`config.mk`:
```
export PLATFORM = sky130hd
export DESIGN_NAME = serial_frame_receiver
export DESIGN_NICKNAME = d
export VERILOG_FILES = /design/src/srx_pkg.sv /design/src/srx_parser.sv /design/src/serial_frame_receiver.sv
export SDC_FILE = /design/constraint.sdc
export NUM_CORES = 1
export LEC_CHECK = 0
export ABC_AREA = 1
export BUFFER_PORTS_ARGS = -buffer_cell sky130_fd_sc_hd__buf_2
export CAP_MARGIN = 20
export CORE_MARGIN = 3
export CORE_UTILIZATION = 60
export DETAILED_ROUTE_END_ITERATION = 16
export GPL_TIMING_DRIVEN = 0
export PLACE_DENSITY_LB_ADDON = 0.25
export SLEW_MARGIN = 20
export SYNTH_ARGS = -nofsm -noshare
export SYNTH_HDL_FRONTEND = slang
export SYNTH_SLANG_ARGS = --single-unit
```
`constraint.sdc`:
```
create_clock -name clk -period 10.2 [get_ports clk]
set_input_delay 2.04 -clock clk [delete_from_list [all_inputs] [get_ports clk]]
set_output_delay 2.04 -clock clk [all_outputs]
set_load 0.05 [all_outputs]
```
`src/srx_pkg.sv`:
```
// Shared types and constants for the serial frame receiver.
// Used by all other project files; depends on nothing else.
package srx_pkg;

    // Result kinds carried on the output tuser
    localparam logic [1:0] EV_NONE  = 2'd0;
    localparam logic [1:0] EV_START = 2'd1;
    localparam logic [1:0] EV_DATA  = 2'd2;
    localparam logic [1:0] EV_DONE  = 2'd3;

    // Field widths of one result word
    localparam int unsigned BYTE_W  = 8;
    localparam int unsigned INDEX_W = 12;
    localparam int unsigned FLEN_W  = 13;
    localparam int unsigned LEN_W   = 16;
    localparam int unsigned TDATA_W = 72;

    // Sequence value that forces the prior sequence to one
    localparam logic [BYTE_W-1:0] SEQ_ONE = 8'h01;

    // Reset value of the start marker register
    localparam logic [BYTE_W-1:0] START_MARKER_RST = 8'h7e;

    typedef struct packed {
        logic [1:0]         event_res;
        logic [INDEX_W-1:0] payload_index;
        logic [BYTE_W-1:0]  payload_byte;
        logic [BYTE_W-1:0]  frame_command;
        logic [BYTE_W-1:0]  frame_seq;
        logic [BYTE_W-1:0]  prior_seq;
        logic [FLEN_W-1:0]  frame_length;
        logic [BYTE_W-1:0]  checksum_byte;
    } srx_result_t;

endpackage

```
`src/srx_parser.sv`:
```
// Frame parser state machine: header, length, payload and checksum phases.
// Depends on srx_pkg for the result struct and event codes.
module srx_parser #(
    parameter int unsigned MAX_PAYLOAD = 4096
) (
    input  logic                clk,
    input  logic                rst_n,
    input  logic                byte_accept,
    input  logic [7:0]          rx_byte,
    input  logic [7:0]          start_marker,
    output srx_pkg::srx_result_t result
);
    import srx_pkg::*;

    // Payload counter only ever reaches MAX_PAYLOAD - 1
    localparam int unsigned CNT_W = (MAX_PAYLOAD > 1) ? $clog2(MAX_PAYLOAD) : 1;
    localparam int unsigned IDX_USED = (CNT_W < INDEX_W) ? CNT_W : INDEX_W;
    localparam logic [LEN_W-1:0] MAX_LEN = LEN_W'(MAX_PAYLOAD);
    localparam logic [LEN_W-1:0] LEN_ONE = LEN_W'(1);

    typedef enum logic [2:0] {
        PH_START = 3'd0,
        PH_CMD   = 3'd1,
        PH_SEQ   = 3'd2,
        PH_LEN   = 3'd3,
        PH_DATA  = 3'd4,
        PH_CKS   = 3'd5
    } phase_t;

    phase_t             phase_reg, phase_next;
    logic               len_seen_reg, len_seen_next;
    logic [LEN_W-1:0]   len_acc_reg, len_acc_next;
    logic [CNT_W-1:0]   count_reg, count_next;
    logic [BYTE_W-1:0]  cmd_reg, cmd_next;
    logic [BYTE_W-1:0]  seq_reg, seq_next;
    logic [BYTE_W-1:0]  last_seq_reg, last_seq_next;

    logic [LEN_W-1:0]   len_shift;
    logic [CNT_W:0]     count_inc;
    logic [1:0]         ev;
    logic [INDEX_W-1:0] pidx;
    logic [BYTE_W-1:0]  pbyte;
    logic [BYTE_W-1:0]  cks;

    // Shift the length accumulator by one byte, keeping 16 bits
    assign len_shift = {len_acc_reg[7:0], rx_byte};
    assign count_inc = {1'b0, count_reg} + (CNT_W+1)'(1);

    // Advance the phase for one received word
    always_comb
    begin
        phase_next    = phase_reg;
        len_seen_next = len_seen_reg;
        len_acc_next  = len_acc_reg;
        count_next    = count_reg;
        cmd_next      = cmd_reg;
        seq_next      = seq_reg;
        last_seq_next = last_seq_reg;
        ev            = EV_NONE;
        pidx          = '0;
        pbyte         = '0;
        cks           = '0;

        unique case (phase_reg)
            PH_CMD:
            begin
                cmd_next   = rx_byte;
                phase_next = PH_SEQ;
            end
            PH_SEQ:
            begin
                last_seq_next = (rx_byte == SEQ_ONE) ? SEQ_ONE : seq_reg;
                seq_next      = rx_byte;
                phase_next    = PH_LEN;
            end
            PH_LEN:
            begin
                len_acc_next = len_shift;
                if (len_seen_reg)
                begin
                    // Oversized or empty frames carry one payload byte
                    if (len_shift > MAX_LEN || len_shift == '0)
                        len_acc_next = LEN_ONE;
                    len_seen_next = 1'b0;
                    phase_next    = PH_DATA;
                end
                else
                begin
                    len_seen_next = 1'b1;
                end
            end
            PH_DATA:
            begin
                ev    = EV_DATA;
                pbyte = rx_byte;
                pidx[IDX_USED-1:0] = count_reg[IDX_USED-1:0];
                if ((LEN_W+1)'(count_inc) >= {1'b0, len_acc_reg})
                begin
                    count_next = '0;
                    phase_next = PH_CKS;
                end
                else
                begin
                    count_next = count_inc[CNT_W-1:0];
                end
            end
            PH_CKS:
            begin
                ev         = EV_DONE;
                cks        = rx_byte;
                phase_next = PH_START;
            end
            default:
            begin
                // Ignore everything up to the start marker
                phase_next = PH_START;
                if (rx_byte == start_marker)
                begin
                    ev         = EV_START;
                    phase_next = PH_CMD;
                end
            end
        endcase
    end

    // Report the state as it stands after this word
    always_comb
    begin
        result.event_res     = ev;
        result.payload_index = pidx;
        result.payload_byte  = pbyte;
        result.frame_command = cmd_next;
        result.frame_seq     = seq_next;
        result.prior_seq     = last_seq_next;
        result.frame_length  = len_acc_next[FLEN_W-1:0];
        result.checksum_byte = cks;
    end

    // Hold parser state; update only on an accepted word
    always_ff @(posedge clk or negedge rst_n)
    begin
        if (!rst_n)
        begin
            phase_reg    <= PH_START;
            len_seen_reg <= 1'b0;
            len_acc_reg  <= '0;
            count_reg    <= '0;
            cmd_reg      <= '0;
            seq_reg      <= '0;
            last_seq_reg <= '0;
        end
        else if (byte_accept)
        begin
            phase_reg    <= phase_next;
            len_seen_reg <= len_seen_next;
            len_acc_reg  <= len_acc_next;
            count_reg    <= count_next;
            cmd_reg      <= cmd_next;
            seq_reg      <= seq_next;
            last_seq_reg <= last_seq_next;
        end
    end

    // Payload counter stays below the clamped length
    assert property (@(posedge clk) disable iff (!rst_n)
        phase_reg == PH_DATA |-> {1'b0, count_reg} < (CNT_W+1)'(len_acc_reg)
                                 || len_acc_reg > LEN_W'(MAX_PAYLOAD - 1))
        else $error("payload counter reached frame length");

    // Counter is cleared whenever the payload phase is not active
    assert property (@(posedge clk) disable iff (!rst_n)
        phase_reg != PH_DATA |-> count_reg == '0)
        else $error("payload counter not cleared outside payload");

    // Length is clamped to a legal value by the time payload starts
    assert property (@(posedge clk) disable iff (!rst_n)
        phase_reg == PH_DATA |-> len_acc_reg != '0 && len_acc_reg <= MAX_LEN)
        else $error("payload length out of range");

    // Length byte flag is set only during the length phase
    assert property (@(posedge clk) disable iff (!rst_n)
        len_seen_reg |-> phase_reg == PH_LEN)
        else $error("length byte flag set outside length phase");

endmodule

```
`src/serial_frame_receiver.sv`:
```
// Top level of the serial frame receiver: stream ports, marker register,
// output register with skid stage. Depends on srx_pkg and srx_parser.
//
// Usage:
//   s_* carries received bytes, one word per handshake (s_tdata = rx_byte).
//   m_* carries one result word per input word: m_tuser is the event kind
//   (ignored/header, frame start, payload byte, frame complete), m_tdata the
//   frame fields. cfg_* writes the start marker; cfg_ready is always high and
//   the marker should only be changed while no word is in flight.
//   Output: the result of each byte is registered before it appears on m_*.
//   Throughput: one byte per cycle while m_tready stays high; the parser
//   updates its phase in the same cycle a byte is accepted.
//   Stall: a byte accepted while the output register is full and m_tready is
//   low parks its result in a one-word skid stage and s_tready falls on the
//   next cycle. s_tready rises again in the cycle after m_tready returns, when
//   the skid word moves to the output register.
//   Reset: the parser waits for a start marker, the marker register returns
//   to 0x7e, and both output stages are empty.
module serial_frame_receiver #(
    parameter int unsigned MAX_PAYLOAD = 4096
) (
    input  logic        clk,
    input  logic        rst_n,
    // Received bytes
    input  logic        s_tvalid,
    output logic        s_tready,
    input  logic [7:0]  s_tdata,   // [7:0] rx_byte
    // Parse results
    output logic        m_tvalid,
    input  logic        m_tready,
    output logic [71:0] m_tdata,   // [11:0] payload_index, [19:12] payload_byte,
                                   // [27:20] frame_command, [35:28] frame_seq,
                                   // [43:36] prior_seq, [56:44] frame_length,
                                   // [64:57] checksum_byte, [71:65] zero
    output logic [1:0]  m_tuser,   // [1:0] event_res
    // Start marker write
    input  logic        cfg_valid,
    output logic        cfg_ready,
    input  logic [7:0]  cfg_data
);
    import srx_pkg::*;

    logic              in_accept;
    logic              drain;
    srx_result_t       parse_res;
    logic [BYTE_W-1:0] marker_reg;

    logic              out_valid_reg, out_valid_next;
    srx_result_t       out_reg, out_next;
    logic              skid_valid_reg, skid_valid_next;
    srx_result_t       skid_reg, skid_next;

    assign cfg_ready = 1'b1;
    assign s_tready  = !skid_valid_reg;
    assign in_accept = s_tvalid && s_tready;
    assign drain     = !out_valid_reg || m_tready;

    srx_parser #(
        .MAX_PAYLOAD (MAX_PAYLOAD)
    ) u_parser (
        .clk          (clk),
        .rst_n        (rst_n),
        .byte_accept  (in_accept),
        .rx_byte      (s_tdata),
        .start_marker (marker_reg),
        .result       (parse_res)
    );

    // Hold the start marker
    always_ff @(posedge clk or negedge rst_n)
    begin
        if (!rst_n)
            marker_reg <= START_MARKER_RST;
        else if (cfg_valid && cfg_ready)
            marker_reg <= cfg_data;
    end

    // Move words through the output register and skid stage
    always_comb
    begin
        out_valid_next  = out_valid_reg;
        out_next        = out_reg;
        skid_valid_next = skid_valid_reg;
        skid_next       = skid_reg;
        if (drain)
        begin
            if (skid_valid_reg)
            begin
                out_next        = skid_reg;
                out_valid_next  = 1'b1;
                skid_valid_next = 1'b0;
            end
            else if (in_accept)
            begin
                out_next       = parse_res;
                out_valid_next = 1'b1;
            end
            else
            begin
                out_valid_next = 1'b0;
            end
        end
        else if (in_accept)
        begin
            skid_next       = parse_res;
            skid_valid_next = 1'b1;
        end
    end

    always_ff @(posedge clk or negedge rst_n)
    begin
        if (!rst_n)
        begin
            out_valid_reg  <= 1'b0;
            skid_valid_reg <= 1'b0;
        end
        else
        begin
            out_valid_reg  <= out_valid_next;
            skid_valid_reg <= skid_valid_next;
        end
    end

    // Payload stages need no reset
    always_ff @(posedge clk)
    begin
        out_reg  <= out_next;
        skid_reg <= skid_next;
    end

    // Pack the result word
    assign m_tvalid = out_valid_reg;
    assign m_tuser  = out_reg.event_res;
    assign m_tdata  = {7'd0,
                       out_reg.checksum_byte,
                       out_reg.frame_length,
                       out_reg.prior_seq,
                       out_reg.frame_seq,
                       out_reg.frame_command,
                       out_reg.payload_byte,
                       out_reg.payload_index};

    // Skid stage only fills behind a full output register
    assert property (@(posedge clk) disable iff (!rst_n)
        skid_valid_reg |-> out_valid_reg)
        else $error("skid word present with empty output register");

    // A stalled output with an accepted byte fills the skid stage
    assert property (@(posedge clk) disable iff (!rst_n)
        out_valid_reg && !m_tready && in_accept |=> skid_valid_reg)
        else $error("accepted word lost during output stall");

    // A drained skid word moves to the output in the next cycle
    assert property (@(posedge clk) disable iff (!rst_n)
        skid_valid_reg && m_tready |=> out_valid_reg && !skid_valid_reg)
        else $error("skid word not forwarded after drain");

endmodule

```
==> out/metrics.csv, run 1 <==
stage;metric;value;unit
power_and_ir_drop;clock share of power;0.266;
final_layout;layout cells sized above 1;0.1851;
clock_network;htree depth;4;
clock_network;total CTS buffers;17;
power_and_ir_drop;Sw Pwr;0.8398;mW
drt;Metal-1 WL;8904;um
grt;total grt overflow;0;
grt;GRT Util Overall;0.2532;
final_layout;Largest register FFs;67;
clock_network;Worst-path clk slew;0.07;ns
final_layout;Nets;1099;
synthesis;Syn Std Cell Area;9066;um2
final_layout;final instance area;10450;um2
power_and_ir_drop;Leakage Power;4.899;nW
worst_setup_path;critical path data arrival time;1.92;ns
synthesis;sequential area share after synthesis;0.6268;
clock_network;Clock Tree Root;clkbuf_16;
clock_network;Clock Sinks;200;
grt;largest net degree at the start of global routing;54;
synthesis;post-synthesis cell type count;34;
worst_setup_path;worst-path maximum fanout;10;
synthesis;asr flop ratio synth;0.3300;
worst_setup_path;R2R setup slack;7.39;ns
timing;fmax;252.4;MHz
final_layout;most frequent cells in the layout;nand2_1, edfxtp_1, buf_2, inv_1, dfrtp_1;
power_and_ir_drop;power consumption;2.411;mW
power_and_ir_drop;Cell Int Power;1.572;mW
synthesis;Synth Flop Type;edfxtp_1;
timing;Tcrit/Tclk final;0.3884;
synthesis;syn avg cell area;9.614;um2
timing;setup_tns;0;ns
flow_run;max cap viols;0;
clock_network;Longest Clk Path Bufs;2;
power_and_ir_drop;Sw Ratio;0.3483;
final_layout;Synth-to-Final Area Change;15.26;%
final_layout;fin cells;1259;
final_layout;most common cell after layout, fill and taps aside;nand2_1;
power_and_ir_drop;Max VDD drop;0.1268;mV
timing;Worst Max-Slew Pin Slew;0.7559;ns
placement;placed instance area;9897;um2
drt;drt via density;5.437;
placement;placed wire-length estimate;14220;um
timing;Final Max Slew Viols;0;
drt;drt first pass iters;6;
clock_network;post-CTS setup buffer count;0;
clock_network;hold buffers post-CTS;0;
grt;vias in the first global route;6376;
hold_path;type of the worst min-delay path;flip-flop to flip-flop;
placement;Cells after DPL;1227;
floorplan;Die W;128.9;um
synthesis;Ys Warns;0;
synthesis;Post-synth EDFFs;134;
grt;first-pass GRT wire length;32470;um
floorplan;I/O pin count;98;
placement;Buffers on Ports;89;
drt;DR vias;6845;
floorplan;die area;16620;um2
worst_setup_path;Critical Path Start Type;flip-flop;
worst_setup_path;Required @ worst endpoint;8.16;ns
drt;WL final;20500;um
placement;DP Worst Slack;6.174;ns
worst_setup_path;critical path endpoint category;output port;
drt;Detail Route Antenna Nets;0;
worst_setup_path;Worst R2R Path Depth;13;
worst_setup_path;crit path from;skid_valid_reg;
placement;Final Wtd Congestion;0.9052;
clock_network;post-cts sizing count;0;
outcome;outcome;complete, no violations;
floorplan;core area;14640;um2
floorplan;Starting Density;0.6191;
drt;metal3 WL;1474;um
synthesis;synthesized instance count;943;
floorplan;chip height;128.9;um
worst_setup_path;Reg-to-Reg End;u_parser.count_reg[8];
timing;Hold WS;0.4817;ns
timing;Hold Violations, Final;0;
final_layout;Antenna Cells;0;
drt;met2 WL;9658;um
grt;initial antenna violation count;0;
drt;initial drt markers;839;
drt;top layer reached by signal wires;met4;
power_and_ir_drop;Comb pwr share;0.278;
power_and_ir_drop;Reg power frac;0.456;
timing;RSZ-0062 raised after global routing;false;
drt;DRC errors left;0;
clock_network;clock tree from TritonCTS;yes;
worst_setup_path;Setup Crit Path Kind;flip-flop to output port;
worst_setup_path;worst flop-to-flop path startpoint;u_parser.count_reg[0];
final_layout;Fillers;1041;
floorplan;Rows;44;
synthesis;FF+latch count, synth;200;
worst_setup_path;critical path capture point;s_tready;
final_layout;Core Util, Final;0.7136;
drt;DR WL/cell;16.28;um
timing;minimum clock period;3.962;ns
clock_network;Worst-Skew Late Latency;0.44;ns
timing;max_slew headroom;0.4948;
timing;Setup Skew;0.009170;ns
timing;post-route setup slack;6.238;ns
power_and_ir_drop;PD cells;230.8;nW/um2
timing;Final Setup Violations;0;
area by class of cell:
| cell class | count | area [um2] | share of cell area |
|---|---|---|---|
| multi-input combinational | 625 | 2885 | 0.2761 |
| sequential | 200 | 5683 | 0.5438 |
| clock inverter | 14 | 123.9 | 0.01185 |
| buffer | 42 | 227.7 | 0.02179 |
| timing repair buffer | 94 | 563.0 | 0.05388 |
| inverter | 82 | 307.8 | 0.02945 |
| tap | 184 | 230.2 | 0.02203 |
| clock buffer | 18 | 429.2 | 0.04107 |
logic make-up after synthesis:
family          share of synthesized area
flops                              0.6268
xor+xnor                         0.007729
compound gates                    0.05603
fa+ha+maj                         0.02208
simple gates                       0.2274
buf+inv                           0.05907
other cells                     0.0008284
how the worst min path moves through the flow:
stage                              from  slack, ns  cells after the start                        to
6_report            u_parser.cmd_reg[5]       0.48                      2       u_parser.cmd_reg[5]
5_1_grt             u_parser.cmd_reg[0]       0.51                      2       u_parser.cmd_reg[0]
4_1_cts             u_parser.cmd_reg[5]       0.48                      2       u_parser.cmd_reg[5]
3_5_place_dp   u_parser.last_seq_reg[3]       0.47                      2  u_parser.last_seq_reg[3]
3_3_place_gp        u_parser.cmd_reg[1]       0.46                      2       u_parser.cmd_reg[1]
2_1_floorplan  u_parser.last_seq_reg[6]       0.45                      2  u_parser.last_seq_reg[6]
power by group through the flow:
stage | sequential [mW] | clock, mW | combinational [mW]
2_1_floorplan | 1.24 | 0 | 0.361
3_3_place_gp | 1.11 | 0 | 0.634
3_5_place_dp | 1.11 | 0 | 0.660
4_1_cts | 1.10 | 0.644 | 0.668
5_1_grt | 1.11 | 0.675 | 0.739
6_report | 1.10 | 0.642 | 0.670
per-layer routing:
layer | global-route usage | vias to the layer above
met2 | 0.3945 | 278
met4 | 0.08771 | 0
met5 | 0 | -
met3 | 0.04857 | 40
li1 | - | 3283
met1 | 0.3610 | 3244
synthesized netlist by cell type, types with 2 or more instances:
library cell	count	area [um2]
nand2_1	410	1539
inv_2	20	75.07
o21ai_1	23	115.1
a21oi_1	6	30.03
inv_1	62	232.7
conb_1	2	7.510
buf_2	8	40.04
nor2_4	2	22.52
dfrtp_1	60	1501
dfstp_2	6	157.7
nor3_1	7	35.03
ha_1	16	200.2
xor2_1	8	70.07
nand4_1	10	62.56
nor3_2	3	30.03
o21ai_2	9	78.83
clkbuf_1	18	67.56
nor2_2	4	25.02
o31ai_2	6	75.07
o21ai_0	12	60.06
nor2_1	57	214.0
buf_6	3	33.78
nand3_1	19	95.09
edfxtp_1	134	4024
buf_4	10	75.07
buf_1	3	11.26
o22ai_1	18	112.6
worst max-delay path: stages, from the launching register on:
cell and delay, ns:
dfrtp_1 0.36, buf_2 0.17, inv_2 0.12, clkbuf_1 0.46, buf_2 0.37
No activity file was read; power rests on OpenSTA's default activity.
==> inputs of run 2 (changes only) <==
--- a/config.mk
+++ b/config.mk
@@ -5,11 +5,11 @@
 export SDC_FILE = /design/constraint.sdc
 export NUM_CORES = 1
 export LEC_CHECK = 0
-export ABC_AREA = 1
+export ABC_AREA = 0
 export BUFFER_PORTS_ARGS = -buffer_cell sky130_fd_sc_hd__buf_2
 export CAP_MARGIN = 20
 export CORE_MARGIN = 3
-export CORE_UTILIZATION = 60
+export CORE_UTILIZATION = 53
 export DETAILED_ROUTE_END_ITERATION = 16
 export GPL_TIMING_DRIVEN = 0
 export PLACE_DENSITY_LB_ADDON = 0.25
==> constraint.sdc (replaced) <==
create_clock -name clk -period 3.17 [get_ports clk]
set_input_delay 0.634 -clock clk [delete_from_list [all_inputs] [get_ports clk]]
set_output_delay 0.634 -clock clk [all_outputs]
set_load 0.05 [all_outputs]
==> out/metrics.csv, run 2 <==
stage;metric;value;unit;change
outcome;outcome;complete, no violations;;unchanged
worst_setup_path;critical path endpoint category;flip-flop;;was output port
placement;Final Wtd Congestion;0.8854;;was 0.9052
worst_setup_path;Reg-to-Reg End;u_parser.count_reg[3];;was u_parser.count_reg[8]
timing;fmax;331.1;MHz;
grt;total grt overflow;0;;unchanged
grt;initial antenna violation count;0;;unchanged
timing;max_slew headroom;0.4071;;was 0.4948
worst_setup_path;worst flop-to-flop path startpoint;u_parser.count_reg[2];;was u_parser.count_reg[0]
placement;placed instance area;10120;um2;was 9897 um2
synthesis;Synth Flop Type;edfxtp_1;;unchanged
clock_network;htree depth;4;;unchanged
worst_setup_path;Setup Crit Path Kind;flip-flop to flip-flop;;was flip-flop to output port
worst_setup_path;Worst R2R Path Depth;12;;was 13
timing;minimum clock period;3.020;ns;
synthesis;synthesized-area fraction occupied by adder cells;0.02159;;was 0.02208
final_layout;Largest register FFs;67;;unchanged
timing;RSZ-0062 raised after global routing;false;;unchanged
grt;grt met1 use;0.2955;;was 0.3610
synthesis;Synth Area in XOR/XNOR;0.01889;;was 0.007728
final_layout;Nets;898;;was 1099
drt;DR vias;6318;;was 6845
drt;Detail Route Antenna Nets;0;;unchanged
placement;placed wire-length estimate;15330;um;was 14220 um
worst_setup_path;WP buf/inv;2;;was 4
placement;Buffers on Ports;87;;was 89
timing;Hold Violations, Final;0;;unchanged
worst_setup_path;Slowest-stage cell, CP;dfrtp_2;;was clkbuf_1
grt;largest net degree at the start of global routing;44;;was 54
drt;DR WL/cell;19.96;um;was 16.28 um
synthesis;mux contribution to synthesized area;0.08108;;was 0
synthesis;sequential area share after synthesis;0.6128;;was 0.6268
final_layout;Core Util, Final;0.6384;;was 0.7136
grt;M3 GR Usage;0.05421;;was 0.04857
grt;GR Layer Usage met2;0.3903;;was 0.3945
worst_setup_path;critical path data arrival time;3.33;ns;was 1.92 ns
worst_setup_path;crit-path max cell delay;0.49;ns;was 0.46 ns
power_and_ir_drop;Max VDD drop;0.4212;mV;was 0.1268 mV
clock_network;Clock Tree Root;clkbuf_16;;unchanged
synthesis;Syn Std Cell Area;9274;um2;was 9066 um2
power_and_ir_drop;PD cells;828.8;nW/um2;was 230.8 nW/um2
worst_setup_path;Required @ worst endpoint;3.48;ns;was 8.16 ns
worst_setup_path;CP top delay family;simple AND/OR/NAND/NOR gates;;was buffers and inverters
power_and_ir_drop;power consumption;8.931;mW;was 2.411 mW
drt;WL final;21830;um;was 20500 um
grt;vias in the first global route;6459;;was 6376
final_layout;layout cells sized above 1;0.2883;;was 0.1851
floorplan;Rows;47;;was 44
clock_network;hold buffers post-CTS;0;;unchanged
floorplan;I/O pin count;98;;unchanged
synthesis;FF+latch count, synth;200;;unchanged
clock_network;Worst-path clk slew;0.07;ns;about the same
synthesis;synth cell count leaders;nand2_1, edfxtp_1, mux2_2, dfrtp_1, inv_1;;was nand2_1, edfxtp_1, inv_1, dfrtp_1, nor2_1
drt;DRC errors left;0;;unchanged
timing;Hold WS;0.1015;ns;was 0.4817 ns
grt;GRT Util Overall;0.2298;;was 0.2532
synthesis;Post-synth EDFFs;134;;unchanged
synthesis;largest family of logic cells by synthesized area;simple AND/OR/NAND/NOR gates;;unchanged
final_layout;final instance area;10780;um2;was 10450 um2
synthesis;most common cell in the synthesized netlist;nand2_1;;unchanged
final_layout;Synth-to-Final Area Change;16.19;%;was 15.26%
floorplan;core area;16880;um2;was 14640 um2
worst_setup_path;worst-path maximum fanout;10;;unchanged
floorplan;die area;19120;um2;was 16620 um2
timing;Tcrit/Tclk final;0.9528;;
synthesis;post-synthesis cell type count;61;;was 34
clock_network;total CTS buffers;17;;unchanged
clock_network;Clock Sinks;200;;unchanged
timing;Final Setup Violations;0;;unchanged
timing;Final Max Slew Viols;0;;unchanged
hold_path;type of the worst min-delay path;input port to asynchronous set/reset pin;;was flip-flop to flip-flop
worst_setup_path;R2R setup slack;0.15;ns;was 7.39 ns
timing;Setup Skew;0.009805;ns;was 0.009170 ns
worst_setup_path;Critical Path Start Type;flip-flop;;unchanged
final_layout;most frequent cells in the layout;nand2_1, edfxtp_1, buf_2, mux2_2, dfrtp_1;;was nand2_1, edfxtp_1, buf_2, inv_1, dfrtp_1
drt;drt first pass iters;5;;was 6
clock_network;Worst-Skew Late Latency;0.43;ns;was 0.44 ns
grt;busiest layer in global routing;met2;;unchanged
synthesis;post-synthesis compound-gate area fraction;0.1038;;was 0.05603
floorplan;chip height;138.3;um;was 128.9 um
floorplan;Die W;138.3;um;was 128.9 um
power_and_ir_drop;Leakage Power;4.329;nW;was 4.899 nW
drt;initial drt markers;480;;was 839
clock_network;Longest Clk Path Bufs;2;;unchanged
final_layout;Antenna Cells;0;;unchanged
flow_run;max cap viols;0;;unchanged
drt;drt via density;5.775;;was 5.437
synthesis;synthesized instance count;747;;was 943
synthesis;syn avg cell area;12.41;um2;was 9.614 um2
grt;first-pass GRT wire length;35110;um;was 32470 um
synthesis;simple-gate area share of the yosys netlist;0.1162;;was 0.2274
synthesis;Synth area leader;edfxtp_1;;unchanged
synthesis;asr flop ratio synth;0.3300;;unchanged
synthesis;Synth top area share;0.4339;;was 0.4438
floorplan;Starting Density;0.5495;;was 0.6191
final_layout;most common cell after layout, fill and taps aside;nand2_1;;unchanged
worst_setup_path;crit-path cells;and4_1 > and2_1 > nand3_1 > xor2_1 > inv_1 > ha_1 > nand2_1 > nor2_1 > o2111ai_2 > a31oi_4 > buf_2 > o21ai_0;;was buf_2 > inv_2 > clkbuf_1 > buf_2
clock_network;clock tree from TritonCTS;yes;;unchanged
synthesis;most area-consuming cells after synthesis;edfxtp_1, dfrtp_1, mux2_2, nand2_1, ha_1;;was edfxtp_1, nand2_1, dfrtp_1, inv_1, nor2_1
synthesis;Ys Warns;0;;unchanged
timing;Worst Max-Slew Pin Slew;0.8812;ns;was 0.7559 ns
==> run 2: logic make-up after synthesis <==
group	Yosys count
other	2
AND/OR/NAND/NOR	234
AO/OA/AOI/OAI	122
flip-flops	200
multiplexers	67
adder cells (fa/ha/maj)	16
XOR/XNOR	20
buffers and inverters	86
==> run 2: how the worst max path moves through the flow <==
stage                           from                    end  slack (ns)  cells after the start
2_1_floorplan               m_tready             m_tdata[0]        0.33                      2
3_3_place_gp                m_tready            m_tdata[10]       -0.44                      3
3_5_place_dp   u_parser.count_reg[2]  u_parser.count_reg[7]       -0.40                     13
4_1_cts        u_parser.count_reg[0]  u_parser.count_reg[1]        0.03                     12
5_1_grt        u_parser.count_reg[2]  u_parser.count_reg[1]        0.02                     12
6_report       u_parser.count_reg[2]  u_parser.count_reg[3]        0.15                     12
==> run 2: area by class of cell <==
cell class,count,area [um2]
Inverter,30,112.6
Tap cell,220,275.3
Sequential cell,200,5689
Buffer,53,292.8
Clock buffer,17,425.4
Fill cell,1262,6102
Multi-Input combinational cell,467,3236
Timing Repair Buffer,92,540.5
Clock inverter,15,203.9
==> run 2: power by group <==
group          switching (mW)  leakage, nW  internal [mW]
Clock                    1.03        0.312           1.28
Sequential              0.263         2.04           3.48
Combinational            1.91         1.98          0.969
==> run 2: metal layers <==
layer  vias up  routed length (um)
li1       2925                   -
met2       219               11040
met5         -                   0
met4         0                 418
met1      3134                9124
met3        40                1247
==> run 2: stage by stage <==
step           setup WS, ns  cells  setup TNS [ns]
2_1_floorplan        0.3331    753               0
3_3_place_gp        -0.4433   1060          -43.53
3_5_place_dp        -0.3990   1064          -4.165
4_1_cts             0.03468   1094               0
5_1_grt             0.01994   1094               0
6_report             0.1496   1094               0
==> run 2: timing repair <==
item                       in CTS  in global routing
buffers inserted                0                  1
pin swaps                       1                  1
cloned                          0                  0
setup endpoints to repair      13                 13
resized for setup               3                  6
==> inputs of run 3 (changes only) <==
--- a/config.mk
+++ b/config.mk
@@ -9,7 +9,7 @@
 export BUFFER_PORTS_ARGS = -buffer_cell sky130_fd_sc_hd__buf_2
 export CAP_MARGIN = 20
 export CORE_MARGIN = 3
-export CORE_UTILIZATION = 53
+export CORE_UTILIZATION = 59
 export DETAILED_ROUTE_END_ITERATION = 16
 export GPL_TIMING_DRIVEN = 0
 export PLACE_DENSITY_LB_ADDON = 0.25
==> constraint.sdc (replaced) <==
create_clock -name clk -period 3.3 [get_ports clk]
set_input_delay 0.66 -clock clk [delete_from_list [all_inputs] [get_ports clk]]
set_output_delay 0.66 -clock clk [all_outputs]
set_load 0.05 [all_outputs]
==> out/metrics.csv, run 3 (same netlist as run 2, synthesis figures left out) <==
stage;metric;value;unit;change
power_and_ir_drop;Leakage Power;4.274;nW;was 4.329 nW
floorplan;Die W;131.4;um;was 138.3 um
final_layout;Multi-input gate area;3227;um2;was 3236 um2
final_layout;Nets;899;;was 898
placement;DP Worst Slack;-0.1569;ns;was -0.3990 ns
timing;Hold WS;0.1102;ns;was 0.1015 ns
worst_setup_path;Setup Crit Path Kind;flip-flop to flip-flop;;unchanged
clock_network;total CTS buffers;17;;unchanged
final_layout;Core Util, Final;0.6959;;was 0.6384
floorplan;Starting Density;0.6056;;was 0.5495
timing;minimum clock period;3.050;ns;was 3.020 ns
floorplan;I/O pin count;98;;unchanged
final_layout;Fillers;1095;;was 1262
drt;initial drt markers;557;;was 480
floorplan;core area;15310;um2;was 16880 um2
power_and_ir_drop;Reg power frac;0.436;;was 0.419
power_and_ir_drop;Comb pwr share;0.333;;was 0.322
final_layout;register area;5683;um2;was 5689 um2
timing;Hold Violations, Final;0;;unchanged
worst_setup_path;Critical Path Start Type;flip-flop;;unchanged
drt;WL final;21310;um;was 21830 um
final_layout;Antenna Cells;0;;unchanged
placement;Final Wtd Congestion;0.8982;;was 0.8854
clock_network;htree depth;4;;unchanged
timing;RSZ-0062 raised after global routing;false;;unchanged
final_layout;most frequent cells in the layout;nand2_1, edfxtp_1, buf_2, mux2_2, dfrtp_1;;unchanged
clock_network;Clock Tree Root;clkbuf_16;;unchanged
clock_network;Clock Sinks;200;;unchanged
final_layout;most common cell after layout, fill and taps aside;nand2_1;;unchanged
drt;drt first pass iters;5;;unchanged
final_layout;Largest register FFs;67;;unchanged
grt;first-pass GRT wire length;34230;um;was 35110 um
drt;drt via density;5.845;;was 5.775
timing;Setup Skew;0.01037;ns;was 0.009805 ns
power_and_ir_drop;Sw Ratio;0.3647;;was 0.3586
clock_network;Worst-path clk slew;0.07;ns;about the same
timing;post-route setup slack;0.2497;ns;was 0.1496 ns
clock_network;Longest Clk Path Bufs;2;;unchanged
drt;Detail Route Antenna Nets;0;;unchanged
worst_setup_path;Worst R2R Path Depth;12;;unchanged
hold_path;type of the worst min-delay path;input port to asynchronous set/reset pin;;unchanged
worst_setup_path;critical path data arrival time;3.36;ns;was 3.33 ns
drt;DR WL/cell;19.62;um;was 19.96 um
drt;DRC errors left;0;;unchanged
worst_setup_path;R2R setup slack;0.25;ns;was 0.15 ns
clock_network;Worst-Skew Late Latency;0.44;ns;was 0.43 ns
floorplan;chip height;131.4;um;was 138.3 um
worst_setup_path;WP buf/inv;2;;unchanged
grt;largest net degree at the start of global routing;47;;was 44
worst_setup_path;Required @ worst endpoint;3.61;ns;was 3.48 ns
worst_setup_path;critical path depth;12;;unchanged
power_and_ir_drop;Max VDD drop;0.4410;mV;was 0.4212 mV
drt;DR vias;6348;;was 6318
final_layout;Synth-to-Final Area Change;14.92;%;was 16.19%
timing;Tcrit/Tclk final;0.9243;;was 0.9528
timing;max_slew headroom;0.3515;;was 0.4071
power_and_ir_drop;Cell Int Power;5.236;mW;was 5.728 mW
power_and_ir_drop;Sw Pwr;3.006;mW;was 3.203 mW
worst_setup_path;worst-path maximum fanout;10;;unchanged
timing;Final Setup Violations;0;;unchanged
timing;Worst Max-Slew Pin Slew;0.9638;ns;was 0.8812 ns
timing;fmax;327.8;MHz;was 331.1 MHz
floorplan;die area;17260;um2;was 19120 um2
final_layout;layout cells sized above 1;0.2789;;was 0.2883
grt;vias in the first global route;6526;;was 6459
timing;Final Max Slew Viols;0;;unchanged
floorplan;Rows;45;;was 47
grt;GRT Util Overall;0.2518;;was 0.2298
placement;placed wire-length estimate;14930;um;was 15330 um
outcome;outcome;complete, no violations;;unchanged
clock_network;clock tree from TritonCTS;yes;;unchanged
worst_setup_path;crit-path cells;and4_1 > and2_1 > nand3_1 > xor2_1 > inv_1 > ha_1 > nand2_1 > nor2_1 > o2111ai_2 > a31oi_2 > buf_2 > o21ai_0;;was and4_1 > and2_1 > nand3_1 > xor2_1 > inv_1 > ha_1 > nand2_1 > nor2_1 > o2111ai_2 > a31oi_4 > buf_2 > o21ai_0
power_and_ir_drop;clock share of power;0.231;;was 0.259
worst_setup_path;crit-path max cell delay;0.56;ns;was 0.49 ns
timing;setup_tns;0;ns;unchanged
worst_setup_path;CP top delay family;simple AND/OR/NAND/NOR gates;;unchanged
flow_run;max cap viols;0;;unchanged
grt;total grt overflow;0;;unchanged
power_and_ir_drop;PD cells;773.4;nW/um2;was 828.8 nW/um2
worst_setup_path;Slowest-stage cell, CP;dfrtp_1;;was dfrtp_2
grt;initial antenna violation count;0;;unchanged
placement;Buffers on Ports;87;;unchanged
worst_setup_path;critical path endpoint category;flip-flop;;unchanged
run 3: cell types whose count changed in the layout (fill, tap and decap cells not counted), sizes merged:
cell	change
bufinv	-3
clkbuf	+2
inv	-5
clkinvlp	+4
clkinv	+2
buf	+1
run 3: path summary, 6_finish.rpt:
path	start	endpoint
worst max-delay path	u_parser.count_reg[2]	u_parser.count_reg[4]
worst min-delay path	rst_n	u_parser.count_reg[11]
worst max register to register	u_parser.count_reg[2]	u_parser.count_reg[4]
worst min register to register	u_parser.cmd_reg[2]	u_parser.cmd_reg[2]
max in group asynchronous	rst_n	u_parser.seq_reg[3]
min in group clk	cfg_data[7]	marker_reg[7]
run 3: metal layers:
metal	GRT usage	share of wire	up-vias
li1	-	-	2922
met1	0.3201	0.41	3121
met2	0.4222	0.50	252
met3	0.06126	0.063	53
met4	0.09568	0.029	0
met5	0	0	-
run 3: metrics by stage:
stage | total power [mW] | instances | instance area, um2
final | 8.242 | 1086 | 10660
after global routing | 8.638 | 1086 | 10660
after CTS | 8.244 | 1086 | 10640
after detailed placement | 6.336 | 1055 | 10110
after global placement | 6.179 | 1051 | 10000
after floorplan | 5.623 | 753 | 9304
run 3: area by class of cell:
| cell class | instances | area share |
|---|---|---|
| Sequential cell | 200 | 0.5332 |
| Multi-Input combinational cell | 467 | 0.3028 |
| Timing Repair Buffer | 93 | 0.05142 |
| Clock buffer | 19 | 0.04062 |
| Buffer | 53 | 0.02747 |
| Tap cell | 211 | 0.02477 |
| Inverter | 30 | 0.01057 |
| Clock inverter | 13 | 0.009157 |
run 3: timing repair:
item,in CTS,in global routing
pin swaps,0,1
gates cloned,0,0
endpoints found under the setup margin,10,10
hold buffers,0,0
setup buffers,0,2
resized for setup,1,2
run 3: power by group through the flow:
stage                     Clock, mW  Combinational, mW  Sequential [mW]
after floorplan                   0               1.49             4.14
after global placement            0               2.58             3.60
after detailed placement          0               2.71             3.62
after CTS                      1.93               2.73             3.58
after global routing           2.04               2.96             3.64
final                          1.91               2.74             3.59
run 3: worst register-to-register path, delay by kind of cell, from the launching register on:
kind            cells  cell delay, ns
xor+xnor            1            0.27
fa+ha+maj           1            0.28
flops               1            0.56
compound gates      3            0.64
buf+inv             2            0.35
simple gates        5            0.83
